File: src/rtl/core/ecpsm_pkg.sv
// ----------------------------------------------------------------------------
// ecpsm_pkg
// Shared types and constants of the curve point add and scalar multiply block.
// ----------------------------------------------------------------------------
`default_nettype none

package ecpsm_pkg;

  localparam int PRIME_BITS_DEF  = 16;
  localparam int SCALAR_BITS_DEF = 16;
  localparam int FIELD_W         = 16;
  localparam int CFG_DATA_W      = 32;
  localparam int CFG_ADDR_W      = 3;
  localparam int CFG_PRIME_RST   = 17;
  localparam int IN_DATA_W       = 88;
  localparam int OUT_DATA_W      = 40;

  localparam logic REG_FIELD_PRIME = 1'b0;
  localparam logic REG_CURVE_A     = 1'b1;

  typedef enum logic [4:0] {
    OP_NONE,
    OP_LOAD,
    OP_DIV_RED,
    OP_RED_WR,
    OP_RES_INF,
    OP_ADD_BEGIN,
    OP_COPY_U,
    OP_COPY_V,
    OP_SET_INF,
    OP_MUL_SQ,
    OP_TAN1,
    OP_TAN2,
    OP_TAN3,
    OP_CHORD,
    OP_INV_INIT,
    OP_DIV_EU,
    OP_EU_Q,
    OP_MUL_QT,
    OP_EU_STEP,
    OP_INV_FIN,
    OP_MUL_NI,
    OP_LAM_WR,
    OP_MUL_LL,
    OP_X1,
    OP_X2,
    OP_X3,
    OP_MUL_LT,
    OP_ADD_WR,
    OP_SHIFT_K
  } op_t;

  typedef enum logic [1:0] {
    PAIR_FS,
    PAIR_RF,
    PAIR_FF
  } pair_t;

  typedef enum logic [2:0] {
    RED_A,
    RED_FX,
    RED_FY,
    RED_SX,
    RED_SY
  } red_t;

  typedef struct packed {
    op_t   op;
    pair_t pair;
    red_t  red;
  } cmd_t;

  typedef struct packed {
    logic busy;
    logic u_inf;
    logic v_inf;
    logic eq_x;
    logic y_sum_zero;
    logic r1_zero;
    logic k_lsb;
    logic p_small;
  } status_t;

endpackage

`default_nettype wire

File: src/rtl/core/ecpsm_mul.sv
// ----------------------------------------------------------------------------
// ecpsm_mul
// Bit-serial modular multiplier: shift-and-add with reduction each step.
// ----------------------------------------------------------------------------
`default_nettype none

module ecpsm_mul
  import ecpsm_pkg::*;
#(
  parameter int PRIME_BITS = PRIME_BITS_DEF
) (
  input  wire logic                  clk,
  input  wire logic                  rst_n,
  input  wire logic                  start,
  input  wire logic [PRIME_BITS-1:0] op_a,
  input  wire logic [PRIME_BITS-1:0] op_b,
  input  wire logic [PRIME_BITS-1:0] prime,
  output logic                       busy,
  output logic [PRIME_BITS-1:0]      prod
);

  localparam int W = PRIME_BITS;

  logic         busy_r;
  logic [W-1:0] acc_r;
  logic [W-1:0] u_r;
  logic [W-1:0] v_r;

  function automatic logic [W-1:0] fadd(input logic [W-1:0] u, input logic [W-1:0] v,
                                        input logic [W-1:0] p);
    logic [W:0] s;
    s = {1'b0, u} + {1'b0, v};
    if (s >= {1'b0, p}) begin
      s = s - {1'b0, p};
    end
    return s[W-1:0];
  endfunction

  always_ff @(posedge clk) begin
    if (!rst_n) begin
      busy_r <= 1'b0;
    end else if (start) begin
      busy_r <= 1'b1;
    end else if (busy_r && (v_r == '0)) begin
      busy_r <= 1'b0;
    end
  end

  always_ff @(posedge clk) begin
    if (start) begin
      acc_r <= '0;
      u_r   <= op_a;
      v_r   <= op_b;
    end else if (busy_r && (v_r != '0)) begin
      if (v_r[0]) begin
        acc_r <= fadd(acc_r, u_r, prime);
      end
      u_r <= fadd(u_r, u_r, prime);
      v_r <= v_r >> 1;
    end
  end

  assign busy = busy_r;
  assign prod = acc_r;

endmodule

`default_nettype wire

File: src/rtl/core/ecpsm_div.sv
// ----------------------------------------------------------------------------
// ecpsm_div
// Restoring divider, one quotient bit per cycle.
// ----------------------------------------------------------------------------
`default_nettype none

module ecpsm_div
  import ecpsm_pkg::*;
#(
  parameter int PRIME_BITS = PRIME_BITS_DEF
) (
  input  wire logic                  clk,
  input  wire logic                  rst_n,
  input  wire logic                  start,
  input  wire logic [PRIME_BITS-1:0] dividend,
  input  wire logic [PRIME_BITS-1:0] divisor,
  output logic                       busy,
  output logic [PRIME_BITS-1:0]      quot,
  output logic [PRIME_BITS-1:0]      rem
);

  localparam int W  = PRIME_BITS;
  localparam int CW = $clog2(W + 1);

  logic          busy_r;
  logic [CW-1:0] cnt_r;
  logic [W-1:0]  quot_r;
  logic [W-1:0]  rem_r;
  logic [W-1:0]  dvs_r;
  logic [W:0]    trial;

  assign trial = {rem_r, quot_r[W-1]};

  always_ff @(posedge clk) begin
    if (!rst_n) begin
      busy_r <= 1'b0;
      cnt_r  <= '0;
    end else if (start) begin
      busy_r <= 1'b1;
      cnt_r  <= CW'(W);
    end else if (busy_r) begin
      cnt_r <= cnt_r - CW'(1);
      if (cnt_r == CW'(1)) begin
        busy_r <= 1'b0;
      end
    end
  end

  always_ff @(posedge clk) begin
    if (start) begin
      quot_r <= dividend;
      rem_r  <= '0;
      dvs_r  <= divisor;
    end else if (busy_r) begin
      if (trial >= {1'b0, dvs_r}) begin
        rem_r  <= W'(trial - {1'b0, dvs_r});
        quot_r <= {quot_r[W-2:0], 1'b1};
      end else begin
        rem_r  <= trial[W-1:0];
        quot_r <= {quot_r[W-2:0], 1'b0};
      end
    end
  end

  assign busy = busy_r;
  assign quot = quot_r;
  assign rem  = rem_r;

endmodule

`default_nettype wire

File: src/rtl/core/ecpsm_dp.sv
// ----------------------------------------------------------------------------
// ecpsm_dp
// Field datapath: point registers, Euclid registers, multiplier and divider.
// ----------------------------------------------------------------------------
`default_nettype none

module ecpsm_dp
  import ecpsm_pkg::*;
#(
  parameter int PRIME_BITS  = PRIME_BITS_DEF,
  parameter int SCALAR_BITS = SCALAR_BITS_DEF
) (
  input  wire logic                   clk,
  input  wire logic                   rst_n,
  input  wire cmd_t                   cmd,
  input  wire logic [PRIME_BITS-1:0]  prime,
  input  wire logic [PRIME_BITS-1:0]  coef_a,
  input  wire logic [PRIME_BITS-1:0]  in_fx,
  input  wire logic [PRIME_BITS-1:0]  in_fy,
  input  wire logic                   in_finf,
  input  wire logic [PRIME_BITS-1:0]  in_sx,
  input  wire logic [PRIME_BITS-1:0]  in_sy,
  input  wire logic                   in_sinf,
  input  wire logic [SCALAR_BITS-1:0] in_k,
  output status_t                     status,
  output logic [PRIME_BITS-1:0]       res_x,
  output logic [PRIME_BITS-1:0]       res_y,
  output logic                        res_inf
);

  localparam int W = PRIME_BITS;

  logic [W-1:0] a_r, fx_r, fy_r, sx_r, sy_r, rx_r, ry_r;
  logic         finf_r, sinf_r, rinf_r;
  logic [W-1:0] ux_r, uy_r, vx_r, vy_r;
  logic         uinf_r, vinf_r;
  logic [W-1:0] num_r, lam_r, tx_r, r0_r, r1_r, t0_r, t1_r, q_r;
  logic [SCALAR_BITS-1:0] k_r;
  pair_t        pair_r;

  logic         mul_start, div_start, mul_busy, div_busy;
  logic [W-1:0] mul_a, mul_b, prod;
  logic [W-1:0] div_n, div_d, quot, rem;
  logic         wr_en, wr_inf;
  logic [W-1:0] wr_x, wr_y;

  function automatic logic [W-1:0] fadd(input logic [W-1:0] u, input logic [W-1:0] v,
                                        input logic [W-1:0] p);
    logic [W:0] s;
    s = {1'b0, u} + {1'b0, v};
    if (s >= {1'b0, p}) begin
      s = s - {1'b0, p};
    end
    return s[W-1:0];
  endfunction

  function automatic logic [W-1:0] fsub(input logic [W-1:0] u, input logic [W-1:0] v,
                                        input logic [W-1:0] p);
    return (u >= v) ? (u - v) : (u + (p - v));
  endfunction

  always_comb begin
    mul_start = 1'b0;
    mul_a     = ux_r;
    mul_b     = ux_r;
    div_start = 1'b0;
    div_n     = r0_r;
    div_d     = r1_r;
    case (cmd.op)
      OP_MUL_SQ: begin
        mul_start = 1'b1;
      end
      OP_MUL_QT: begin
        mul_start = 1'b1;
        mul_a     = q_r;
        mul_b     = t1_r;
      end
      OP_MUL_NI: begin
        mul_start = 1'b1;
        mul_a     = num_r;
        mul_b     = t0_r;
      end
      OP_MUL_LL: begin
        mul_start = 1'b1;
        mul_a     = lam_r;
        mul_b     = lam_r;
      end
      OP_MUL_LT: begin
        mul_start = 1'b1;
        mul_a     = lam_r;
        mul_b     = num_r;
      end
      OP_DIV_EU: begin
        div_start = 1'b1;
      end
      OP_DIV_RED: begin
        div_start = 1'b1;
        div_d     = prime;
        case (cmd.red)
          RED_A:   div_n = a_r;
          RED_FX:  div_n = fx_r;
          RED_FY:  div_n = fy_r;
          RED_SX:  div_n = sx_r;
          RED_SY:  div_n = sy_r;
          default: div_n = a_r;
        endcase
      end
      default: begin
      end
    endcase
  end

  always_comb begin
    wr_en  = 1'b0;
    wr_x   = tx_r;
    wr_y   = fsub(prod, uy_r, prime);
    wr_inf = 1'b0;
    case (cmd.op)
      OP_ADD_WR: begin
        wr_en = 1'b1;
      end
      OP_COPY_U: begin
        wr_en  = 1'b1;
        wr_x   = ux_r;
        wr_y   = uy_r;
        wr_inf = uinf_r;
      end
      OP_COPY_V: begin
        wr_en  = 1'b1;
        wr_x   = vx_r;
        wr_y   = vy_r;
        wr_inf = vinf_r;
      end
      OP_SET_INF: begin
        wr_en  = 1'b1;
        wr_x   = '0;
        wr_y   = '0;
        wr_inf = 1'b1;
      end
      default: begin
      end
    endcase
  end

  always_ff @(posedge clk) begin
    case (cmd.op)
      OP_LOAD: begin
        a_r    <= coef_a;
        fx_r   <= in_fx;
        fy_r   <= in_fy;
        finf_r <= in_finf;
        sx_r   <= in_sx;
        sy_r   <= in_sy;
        sinf_r <= in_sinf;
        k_r    <= in_k;
      end
      OP_RED_WR: begin
        case (cmd.red)
          RED_A:   a_r  <= rem;
          RED_FX:  fx_r <= rem;
          RED_FY:  fy_r <= rem;
          RED_SX:  sx_r <= rem;
          RED_SY:  sy_r <= rem;
          default: a_r  <= rem;
        endcase
      end
      OP_RES_INF: begin
        rx_r   <= '0;
        ry_r   <= '0;
        rinf_r <= 1'b1;
      end
      OP_ADD_BEGIN: begin
        pair_r <= cmd.pair;
        case (cmd.pair)
          PAIR_RF: begin
            ux_r <= rx_r; uy_r <= ry_r; uinf_r <= rinf_r;
            vx_r <= fx_r; vy_r <= fy_r; vinf_r <= finf_r;
          end
          PAIR_FF: begin
            ux_r <= fx_r; uy_r <= fy_r; uinf_r <= finf_r;
            vx_r <= fx_r; vy_r <= fy_r; vinf_r <= finf_r;
          end
          default: begin
            ux_r <= fx_r; uy_r <= fy_r; uinf_r <= finf_r;
            vx_r <= sx_r; vy_r <= sy_r; vinf_r <= sinf_r;
          end
        endcase
      end
      OP_TAN1: begin
        num_r <= fadd(prod, prod, prime);
        r1_r  <= fadd(uy_r, uy_r, prime);
      end
      OP_TAN2: num_r <= fadd(num_r, prod, prime);
      OP_TAN3: num_r <= fadd(num_r, a_r, prime);
      OP_CHORD: begin
        num_r <= fsub(vy_r, uy_r, prime);
        r1_r  <= fsub(vx_r, ux_r, prime);
      end
      OP_INV_INIT: begin
        r0_r <= prime;
        t0_r <= '0;
        t1_r <= W'(1);
      end
      OP_EU_Q: q_r <= (quot >= prime) ? (quot - prime) : quot;
      OP_EU_STEP: begin
        t1_r <= fsub(t0_r, prod, prime);
        t0_r <= t1_r;
        r0_r <= r1_r;
        r1_r <= rem;
      end
      OP_INV_FIN: t0_r <= (r0_r == W'(1)) ? t0_r : '0;
      OP_LAM_WR:  lam_r <= prod;
      OP_X1:      tx_r <= fsub(prod, ux_r, prime);
      OP_X2:      tx_r <= fsub(tx_r, vx_r, prime);
      OP_X3:      num_r <= fsub(ux_r, tx_r, prime);
      OP_SHIFT_K: k_r <= k_r >> 1;
      default: begin
      end
    endcase
    if (wr_en) begin
      if (pair_r == PAIR_FF) begin
        fx_r   <= wr_x;
        fy_r   <= wr_y;
        finf_r <= wr_inf;
      end else begin
        rx_r   <= wr_x;
        ry_r   <= wr_y;
        rinf_r <= wr_inf;
      end
    end
  end

  ecpsm_mul #(.PRIME_BITS(PRIME_BITS)) u_mul (
    .clk   (clk),
    .rst_n (rst_n),
    .start (mul_start),
    .op_a  (mul_a),
    .op_b  (mul_b),
    .prime (prime),
    .busy  (mul_busy),
    .prod  (prod)
  );

  ecpsm_div #(.PRIME_BITS(PRIME_BITS)) u_div (
    .clk      (clk),
    .rst_n    (rst_n),
    .start    (div_start),
    .dividend (div_n),
    .divisor  (div_d),
    .busy     (div_busy),
    .quot     (quot),
    .rem      (rem)
  );

  always_comb begin
    status.busy       = mul_busy | div_busy;
    status.u_inf      = uinf_r;
    status.v_inf      = vinf_r;
    status.eq_x       = (ux_r == vx_r);
    status.y_sum_zero = (fadd(uy_r, vy_r, prime) == '0);
    status.r1_zero    = (r1_r == '0);
    status.k_lsb      = k_r[0];
    status.p_small    = (prime < W'(2));
  end

  assign res_x   = rx_r;
  assign res_y   = ry_r;
  assign res_inf = rinf_r;

endmodule

`default_nettype wire

File: src/rtl/core/ecpsm_ctrl.sv
// ----------------------------------------------------------------------------
// ecpsm_ctrl
// Sequencer: reductions, double-and-add loop and point addition steps.
// ----------------------------------------------------------------------------
`default_nettype none

module ecpsm_ctrl
  import ecpsm_pkg::*;
#(
  parameter int SCALAR_BITS = SCALAR_BITS_DEF
) (
  input  wire logic    clk,
  input  wire logic    rst_n,
  input  wire logic    in_tvalid,
  input  wire logic    in_mode,
  input  wire status_t status,
  input  wire logic    out_full,
  output logic         in_tready,
  output logic         out_load,
  output cmd_t         cmd
);

  localparam int CW = (SCALAR_BITS > 1) ? $clog2(SCALAR_BITS) : 1;

  typedef enum logic [28:0] {
    S_IDLE      = 29'd1 << 0,
    S_RED_GO    = 29'd1 << 1,
    S_RED_WR    = 29'd1 << 2,
    S_WAIT      = 29'd1 << 3,
    S_START     = 29'd1 << 4,
    S_BIT       = 29'd1 << 5,
    S_ADD_BEGIN = 29'd1 << 6,
    S_ADD_CHK   = 29'd1 << 7,
    S_TAN_MUL   = 29'd1 << 8,
    S_TAN1      = 29'd1 << 9,
    S_TAN2      = 29'd1 << 10,
    S_TAN3      = 29'd1 << 11,
    S_INV_INIT  = 29'd1 << 12,
    S_EU_CHK    = 29'd1 << 13,
    S_EU_Q      = 29'd1 << 14,
    S_EU_MUL    = 29'd1 << 15,
    S_EU_STEP   = 29'd1 << 16,
    S_INV_FIN   = 29'd1 << 17,
    S_LAM_MUL   = 29'd1 << 18,
    S_LAM_WR    = 29'd1 << 19,
    S_SQ_MUL    = 29'd1 << 20,
    S_X1        = 29'd1 << 21,
    S_X2        = 29'd1 << 22,
    S_X3        = 29'd1 << 23,
    S_Y_MUL     = 29'd1 << 24,
    S_Y2        = 29'd1 << 25,
    S_ADD_END   = 29'd1 << 26,
    S_FIN_INF   = 29'd1 << 27,
    S_DONE      = 29'd1 << 28
  } state_t;

  state_t        state_r, state_nxt;
  state_t        ret_r, ret_nxt;
  pair_t         pair_r, pair_nxt;
  red_t          red_r, red_nxt;
  logic          mode_r, mode_nxt;
  logic [CW-1:0] cnt_r, cnt_nxt;

  always_comb begin
    state_nxt = state_r;
    ret_nxt   = ret_r;
    pair_nxt  = pair_r;
    red_nxt   = red_r;
    mode_nxt  = mode_r;
    cnt_nxt   = cnt_r;
    in_tready = 1'b0;
    out_load  = 1'b0;
    cmd       = '{op: OP_NONE, pair: pair_r, red: red_r};
    case (state_r)
      S_IDLE: begin
        in_tready = 1'b1;
        if (in_tvalid) begin
          cmd.op    = OP_LOAD;
          mode_nxt  = in_mode;
          red_nxt   = RED_A;
          state_nxt = status.p_small ? S_FIN_INF : S_RED_GO;
        end
      end
      S_RED_GO: begin
        cmd.op    = OP_DIV_RED;
        ret_nxt   = S_RED_WR;
        state_nxt = S_WAIT;
      end
      S_RED_WR: begin
        cmd.op = OP_RED_WR;
        if (red_r == RED_SY) begin
          state_nxt = S_START;
        end else begin
          red_nxt   = red_t'(red_r + 3'd1);
          state_nxt = S_RED_GO;
        end
      end
      S_WAIT: begin
        if (!status.busy) begin
          state_nxt = ret_r;
        end
      end
      S_START: begin
        cmd.op  = OP_RES_INF;
        cnt_nxt = '0;
        if (!mode_r) begin
          pair_nxt  = PAIR_FS;
          state_nxt = S_ADD_BEGIN;
        end else begin
          state_nxt = S_BIT;
        end
      end
      S_BIT: begin
        pair_nxt  = status.k_lsb ? PAIR_RF : PAIR_FF;
        state_nxt = S_ADD_BEGIN;
      end
      S_ADD_BEGIN: begin
        cmd.op    = OP_ADD_BEGIN;
        state_nxt = S_ADD_CHK;
      end
      S_ADD_CHK: begin
        if (status.u_inf) begin
          cmd.op    = OP_COPY_V;
          state_nxt = S_ADD_END;
        end else if (status.v_inf) begin
          cmd.op    = OP_COPY_U;
          state_nxt = S_ADD_END;
        end else if (status.eq_x && status.y_sum_zero) begin
          cmd.op    = OP_SET_INF;
          state_nxt = S_ADD_END;
        end else if (status.eq_x) begin
          state_nxt = S_TAN_MUL;
        end else begin
          cmd.op    = OP_CHORD;
          state_nxt = S_INV_INIT;
        end
      end
      S_TAN_MUL: begin
        cmd.op    = OP_MUL_SQ;
        ret_nxt   = S_TAN1;
        state_nxt = S_WAIT;
      end
      S_TAN1: begin
        cmd.op    = OP_TAN1;
        state_nxt = S_TAN2;
      end
      S_TAN2: begin
        cmd.op    = OP_TAN2;
        state_nxt = S_TAN3;
      end
      S_TAN3: begin
        cmd.op    = OP_TAN3;
        state_nxt = S_INV_INIT;
      end
      S_INV_INIT: begin
        cmd.op    = OP_INV_INIT;
        state_nxt = S_EU_CHK;
      end
      S_EU_CHK: begin
        if (status.r1_zero) begin
          state_nxt = S_INV_FIN;
        end else begin
          cmd.op    = OP_DIV_EU;
          ret_nxt   = S_EU_Q;
          state_nxt = S_WAIT;
        end
      end
      S_EU_Q: begin
        cmd.op    = OP_EU_Q;
        state_nxt = S_EU_MUL;
      end
      S_EU_MUL: begin
        cmd.op    = OP_MUL_QT;
        ret_nxt   = S_EU_STEP;
        state_nxt = S_WAIT;
      end
      S_EU_STEP: begin
        cmd.op    = OP_EU_STEP;
        state_nxt = S_EU_CHK;
      end
      S_INV_FIN: begin
        cmd.op    = OP_INV_FIN;
        state_nxt = S_LAM_MUL;
      end
      S_LAM_MUL: begin
        cmd.op    = OP_MUL_NI;
        ret_nxt   = S_LAM_WR;
        state_nxt = S_WAIT;
      end
      S_LAM_WR: begin
        cmd.op    = OP_LAM_WR;
        state_nxt = S_SQ_MUL;
      end
      S_SQ_MUL: begin
        cmd.op    = OP_MUL_LL;
        ret_nxt   = S_X1;
        state_nxt = S_WAIT;
      end
      S_X1: begin
        cmd.op    = OP_X1;
        state_nxt = S_X2;
      end
      S_X2: begin
        cmd.op    = OP_X2;
        state_nxt = S_X3;
      end
      S_X3: begin
        cmd.op    = OP_X3;
        state_nxt = S_Y_MUL;
      end
      S_Y_MUL: begin
        cmd.op    = OP_MUL_LT;
        ret_nxt   = S_Y2;
        state_nxt = S_WAIT;
      end
      S_Y2: begin
        cmd.op    = OP_ADD_WR;
        state_nxt = S_ADD_END;
      end
      S_ADD_END: begin
        case (pair_r)
          PAIR_RF: begin
            pair_nxt  = PAIR_FF;
            state_nxt = S_ADD_BEGIN;
          end
          PAIR_FF: begin
            cmd.op = OP_SHIFT_K;
            if (cnt_r == CW'(SCALAR_BITS - 1)) begin
              state_nxt = S_DONE;
            end else begin
              cnt_nxt   = cnt_r + CW'(1);
              state_nxt = S_BIT;
            end
          end
          default: state_nxt = S_DONE;
        endcase
      end
      S_FIN_INF: begin
        cmd.op    = OP_RES_INF;
        state_nxt = S_DONE;
      end
      S_DONE: begin
        if (!out_full) begin
          out_load  = 1'b1;
          state_nxt = S_IDLE;
        end
      end
      default: state_nxt = S_IDLE;
    endcase
  end

  always_ff @(posedge clk) begin
    if (!rst_n) begin
      state_r <= S_IDLE;
      ret_r   <= S_IDLE;
      pair_r  <= PAIR_FS;
      red_r   <= RED_A;
      mode_r  <= 1'b0;
      cnt_r   <= '0;
    end else begin
      state_r <= state_nxt;
      ret_r   <= ret_nxt;
      pair_r  <= pair_nxt;
      red_r   <= red_nxt;
      mode_r  <= mode_nxt;
      cnt_r   <= cnt_nxt;
    end
  end

  a_start_idle: assert property (@(posedge clk) disable iff (!rst_n)
    (cmd.op == OP_MUL_SQ || cmd.op == OP_MUL_QT || cmd.op == OP_MUL_NI ||
     cmd.op == OP_MUL_LL || cmd.op == OP_MUL_LT || cmd.op == OP_DIV_EU ||
     cmd.op == OP_DIV_RED) |-> !status.busy)
    else $error("arithmetic unit started while busy");

  a_load_free: assert property (@(posedge clk) disable iff (!rst_n)
    out_load |-> !out_full)
    else $error("result loaded over an untaken result");

  a_accept_leaves: assert property (@(posedge clk) disable iff (!rst_n)
    (in_tvalid && in_tready) |=> (state_r != S_IDLE))
    else $error("sequencer stayed idle after a transfer");

  a_wait_busy: assert property (@(posedge clk) disable iff (!rst_n)
    ($past(state_r) != S_WAIT && state_r == S_WAIT) |-> status.busy)
    else $error("wait entered without a running unit");

endmodule

`default_nettype wire

File: src/rtl/core/ec_point_add_and_scalar_multiply.sv
// ----------------------------------------------------------------------------
// ec_point_add_and_scalar_multiply
// Affine point addition and double-and-add scalar multiply over GF(p).
// ----------------------------------------------------------------------------
// One item is in work at a time; the next is taken while a result still waits.
// An addition (tuser = 0) costs five reductions, then one point operation: an
// extended Euclid inverse of up to about 1.44*PRIME_BITS rounds, each a division
// and a multiply, and three more multiplies (four for a doubling). A multiply
// (tuser = 1) runs up to 2*SCALAR_BITS point operations.
// The bit-serial divider and multiplier are shared by the reductions and the point
// operations.
// ----------------------------------------------------------------------------
`default_nettype none

module ec_point_add_and_scalar_multiply
  import ecpsm_pkg::*;
#(
  parameter int PRIME_BITS  = PRIME_BITS_DEF,
  parameter int SCALAR_BITS = SCALAR_BITS_DEF
) (
  input  wire logic                  clk,
  input  wire logic                  rst_n,
  // first_x, first_y, first_at_infinity, second_x, second_y,
  // second_at_infinity, scalar
  input  wire logic [IN_DATA_W-1:0]  in_tdata,
  // mode
  input  wire logic                  in_tuser,
  input  wire logic                  in_tvalid,
  output logic                       in_tready,
  // result_x, result_y, result_at_infinity
  output logic [OUT_DATA_W-1:0]      out_tdata,
  output logic                       out_tvalid,
  input  wire logic                  out_tready,
  input  wire logic                  cfg_psel,
  input  wire logic                  cfg_penable,
  input  wire logic                  cfg_pwrite,
  input  wire logic [CFG_ADDR_W-1:0] cfg_paddr,
  input  wire logic [CFG_DATA_W-1:0] cfg_pwdata,
  output logic [CFG_DATA_W-1:0]      cfg_prdata,
  output logic                       cfg_pready
);

  localparam int W = PRIME_BITS;

  logic [W-1:0] prime_r, coef_a_r;
  logic [63:0]  wdata64, rdata64;
  logic         cfg_wr;

  assign cfg_pready = 1'b1;
  assign cfg_wr     = cfg_psel & cfg_penable & cfg_pwrite & cfg_pready;
  assign wdata64    = 64'(cfg_pwdata);
  assign rdata64    = (cfg_paddr[2] == REG_CURVE_A) ? 64'(coef_a_r) : 64'(prime_r);
  assign cfg_prdata = rdata64[CFG_DATA_W-1:0];

  always_ff @(posedge clk) begin
    if (!rst_n) begin
      prime_r  <= W'(CFG_PRIME_RST);
      coef_a_r <= '0;
    end else if (cfg_wr) begin
      if (cfg_paddr[2] == REG_CURVE_A) begin
        coef_a_r <= wdata64[W-1:0];
      end else begin
        prime_r <= wdata64[W-1:0];
      end
    end
  end

  logic [63:0] fx64, fy64, sx64, sy64, k64;
  assign fx64 = 64'(in_tdata[15:0]);
  assign fy64 = 64'(in_tdata[31:16]);
  assign sx64 = 64'(in_tdata[48:33]);
  assign sy64 = 64'(in_tdata[64:49]);
  assign k64  = 64'(in_tdata[81:66]);

  cmd_t         cmd;
  status_t      status;
  logic         out_load, out_full;
  logic         out_valid_r, out_valid_nxt;
  logic [W-1:0] res_x, res_y;
  logic         res_inf;
  logic [63:0]  ox64, oy64;
  logic [FIELD_W-1:0] out_x_r, out_y_r;
  logic         out_inf_r;

  assign out_full = out_valid_r & ~out_tready;

  ecpsm_ctrl #(.SCALAR_BITS(SCALAR_BITS)) u_ctrl (
    .clk       (clk),
    .rst_n     (rst_n),
    .in_tvalid (in_tvalid),
    .in_mode   (in_tuser),
    .status    (status),
    .out_full  (out_full),
    .in_tready (in_tready),
    .out_load  (out_load),
    .cmd       (cmd)
  );

  ecpsm_dp #(.PRIME_BITS(PRIME_BITS), .SCALAR_BITS(SCALAR_BITS)) u_dp (
    .clk     (clk),
    .rst_n   (rst_n),
    .cmd     (cmd),
    .prime   (prime_r),
    .coef_a  (coef_a_r),
    .in_fx   (fx64[W-1:0]),
    .in_fy   (fy64[W-1:0]),
    .in_finf (in_tdata[32]),
    .in_sx   (sx64[W-1:0]),
    .in_sy   (sy64[W-1:0]),
    .in_sinf (in_tdata[65]),
    .in_k    (k64[SCALAR_BITS-1:0]),
    .status  (status),
    .res_x   (res_x),
    .res_y   (res_y),
    .res_inf (res_inf)
  );

  assign ox64 = res_inf ? 64'd0 : 64'(res_x);
  assign oy64 = res_inf ? 64'd0 : 64'(res_y);

  always_comb begin
    out_valid_nxt = out_valid_r;
    if (out_load) begin
      out_valid_nxt = 1'b1;
    end else if (out_tready) begin
      out_valid_nxt = 1'b0;
    end
  end

  always_ff @(posedge clk) begin
    if (!rst_n) begin
      out_valid_r <= 1'b0;
    end else begin
      out_valid_r <= out_valid_nxt;
    end
  end

  always_ff @(posedge clk) begin
    if (out_load) begin
      out_x_r   <= ox64[FIELD_W-1:0];
      out_y_r   <= oy64[FIELD_W-1:0];
      out_inf_r <= res_inf;
    end
  end

  assign out_tvalid = out_valid_r;
  assign out_tdata  = {7'b0, out_inf_r, out_y_r, out_x_r};

endmodule

`default_nettype wire

File: config.mk
export PLATFORM = sky130hd
export DESIGN_NAME = ec_point_add_and_scalar_multiply
export DESIGN_NICKNAME = d
export VERILOG_FILES = /design/src/rtl/core/ecpsm_pkg.sv /design/src/rtl/core/ecpsm_mul.sv /design/src/rtl/core/ecpsm_div.sv /design/src/rtl/core/ecpsm_dp.sv /design/src/rtl/core/ecpsm_ctrl.sv /design/src/rtl/core/ec_point_add_and_scalar_multiply.sv
export SDC_FILE = /design/constraint.sdc
export NUM_CORES = 2
export LEC_CHECK = 0
export BUFFER_PORTS_ARGS = -buffer_cell sky130_fd_sc_hd__clkbuf_2
export CORE_ASPECT_RATIO = 1.1
export CORE_MARGIN = 1.5
export CORE_UTILIZATION = 25
export CTS_CLUSTER_DIAMETER = 60
export DETAILED_ROUTE_END_ITERATION = 8
export GPL_ROUTABILITY_DRIVEN = 0
export MAX_ROUTING_LAYER = met4
export SLEW_MARGIN = 20
export SYNTH_ARGS = -nofsm -noshare
export SYNTH_HDL_FRONTEND = slang
export SYNTH_SLANG_ARGS = --single-unit
File: constraint.sdc
create_clock -name clk -period 10.95 [get_ports clk]
set_input_delay 0.5475 -clock clk [delete_from_list [all_inputs] [get_ports clk]]
set_output_delay 0.5475 -clock clk [all_outputs]
set_load 0.05 [all_outputs]
==> metrics.cfg <==
[hold_path]
hp-class = input pin to flop

[placement]
dp_hpwl_microns = 164000
pre_cts_ws_ns = 4.37
portBuffers = 157

[detailed_routing]
drc = 0
avgViaCountPerCell = 5.54
wirelength_microns = 210000
vias = 46400
first_pass_iters = 9
avgRoutedWirePerCell_microns = 25.1
drt_iter0_drc = 4900
ant_nets = 0

[worst_setup_path]
end_kind = flop
critPathMaxStageDelay_ns = 0.67
cp_max_fo = 30
cp_slowest_cell = and4b_1
worst-endpoint-arrival_ns = 7.38
crit_type = flop to flop
crit_chain = inv_1 -> ha_1 -> or4_1 -> or4_1 -> a21oi_2 -> o21ba_2 -> nor2_1 -> o311ai_2 -> ha_1 -> and3b_1 -> nor3_1 -> o21ai_0 -> or4_1 -> or4_1 -> a211oi_1 -> nand3_1 -> and4b_1 -> o211ai_4 -> buf_4 -> o211ai_2 -> mux2i_1
crit_required_ns = 11.48
crit_path_start_kind = flop
cp_common_cell = or4_1

[clock_tree]
cts_tree = yes
numCtsBuffers = 67
clock_path_buffers = 3
postCtsHoldBufs = 0
cts_setup_buffers = 0
cts_resized = 0
cts_root_buffer = clkbuf_16
clock_sinks = 543
clkLatencyLatePin_ns = 0.68
cts.htree.levels = 3
path_clk_slew_ns = 0.06

[sta]
relSlewSlack = 0.123
finalSetupViolCount = 0
post-route-period-util = 0.626
timing.hold.ws_ns = 0.0537
final-hold-violation-count = 0
setup_tns_ns = 0
fin_skew_ns = 0.0299
fmax_mhz = 146
min_period_ns = 6.85
fin_ws_ns = 4.10
worst_pin_slew_ns = 1.30
rsz0062_at_grt = false
slew_violations = 0

[final_layout]
fin_nets = 6422
utilization = 0.284
syn2layout_area_growth_pct = 12.8
drive_gt1_frac = 0.0988
largest_register_ffs = 29
largest_register = u_ctrl.state_r
fillCellCount = 20400

[synth]
yosysSeqAreaShare = 0.297
synth_async_sr_flop_share = 0
syn_inst = 5639
synth_edf_count = 358
ys_types = 100
synthFlopType = edfxtp_1
synth_warnings = 0
syn-mean-instance-area_sq_um = 8.64
netlist_area_sq_mm = 0.0487
ys_ff_latch = 543

[global_route]
antenna_found_initial = 4
grt_max_degree = 73
grt.total_usage = 0.210
grt_pass1_wl_microns = 296000
grt_overflow = 0
grt_pass1_vias = 43100

[power_and_ir_drop]
power_density_mw_per_mm2 = 130
leakagePower_nw = 22.6
seqPwrFrac = 0.401
combPwrFrac = 0.271
power.internal_w = 0.00455
p_sw_frac = 0.364
peakVddDrop_mv = 0.110
p_clk_frac = 0.328
finalPower_w = 0.00715
p_sw_w = 0.00260

[die]
initial_utilization = 0.252
rows = 169
core_sq_mm = 0.193
ioPinCount = 206
die_y_microns = 466
die_w_microns = 424
die_area_sq_mm = 0.198

[job]
cap_viol_max_count = 0

[status]
status = complete, no violations

placed cells by master, fill, tap and decap left out, types with 105 or more instances in the layout:
cell      count
a21oi_1     439
edfxtp_1    358
mux2i_1     164
nor2_1      457
xnor2_1     230
o21ai_0     285
inv_1       355
nand2_1     607
mux2_2      111
nor3_1      152
ha_1        466
xor2_1      120
a211oi_1    105
nor2b_1     115
clkbuf_2    157
a21o_1      110
dfxtp_1     185
Yosys cell counts, types with 86 or more instances:
cell type,number,share of area
nor2_1,459,0.035
edfxtp_1,358,0.22
xor2_1,120,0.022
mux2i_1,164,0.034
ha_1,466,0.12
mux2_2,111,0.026
a21oi_1,440,0.045
clkbuf_1,162,0.012
nor3_1,154,0.016
nor2b_1,118,0.015
o21ai_0,287,0.029
nand2_1,607,0.047
nand3_1,86,0.0088
dfxtp_1,185,0.076
a21o_1,110,0.017
xnor2_1,230,0.041
a211oi_1,105,0.016
inv_1,356,0.027
final timing paths:
check | depth (start not counted) | slack, ns | from | endpoint
worst max-delay path | 21 | 4.10 | u_dp.uy_r[9] | u_dp.res_y[0]
worst min-delay path | 1 | 0.05 | in_tdata[65] | u_dp.sinf_r
worst min register to register | 1 | 0.47 | u_ctrl.ret_r[14] | u_ctrl.state_r[14]
worst max register to register | 21 | 4.10 | u_dp.uy_r[9] | u_dp.res_y[0]
power groups by stage:
| stage | Sequential [W] | Clock, W | Combinational [W] |
|---|---|---|---|
| final | 0.00287 | 0.00234 | 0.00194 |
| after global routing | 0.00285 | 0.00244 | 0.00209 |
| after CTS | 0.00284 | 0.00237 | 0.00190 |
| after detailed placement | 0.00288 | 0 | 0.00189 |
| after global placement | 0.00288 | 0 | 0.00185 |
| after floorplan | 0.00262 | 0 | 0.00140 |
routing by layer:
| layer | GRT usage | up-vias | routed length (microns) |
|---|---|---|---|
| li1 | - | 20900 | - |
| met1 | 0.243 | 22200 | 77500 |
| met2 | 0.315 | 2724 | 90500 |
| met3 | 0.0405 | 679 | 21100 |
| met4 | 0.176 | 0 | 21200 |
| met5 | - | - | 0 |
logic make-up after synthesis:
logic type               Yosys count  synth area share
AND/OR/NAND/NOR                 1847             0.182
AO/OA/AOI/OAI                   1496             0.200
buffers and inverters            588            0.0494
flip-flops                       543             0.297
adder cells (fa/ha/maj)          537             0.149
XOR/XNOR                         350            0.0629
multiplexers                     276            0.0596
other                              2          0.000154
critical path: cells and delay by family, from the launching register on:
family	cells	cell delay (ns)
AOI/OAI and AO/OA	7	1.43
adders and majority gates	2	0.88
buffers and inverters	2	0.59
DFF	1	0.42
muxes	1	0.14
and+or+nand+nor	9	3.19
through the flow:
step	std cells	cell area, sq um
after floorplan	5661	48800
after global placement	8248	52600
after detailed placement	8248	52600
after CTS	8372	54900
after global routing	8377	54900
final	8379	54900
final cells by class:
type	instances	area (sq um)	share of cell area
Antenna cell	5	12.5	0.000228
Clock buffer	82	1820	0.0331
Clock inverter	42	485	0.00884
Inverter	357	1340	0.0244
Multi-Input combinational cell	4530	32100	0.584
Sequential cell	543	14500	0.263
Tap cell	2565	3210	0.0584
Timing Repair Buffer	255	1540	0.0281
(Power assumes the default switching activity.)
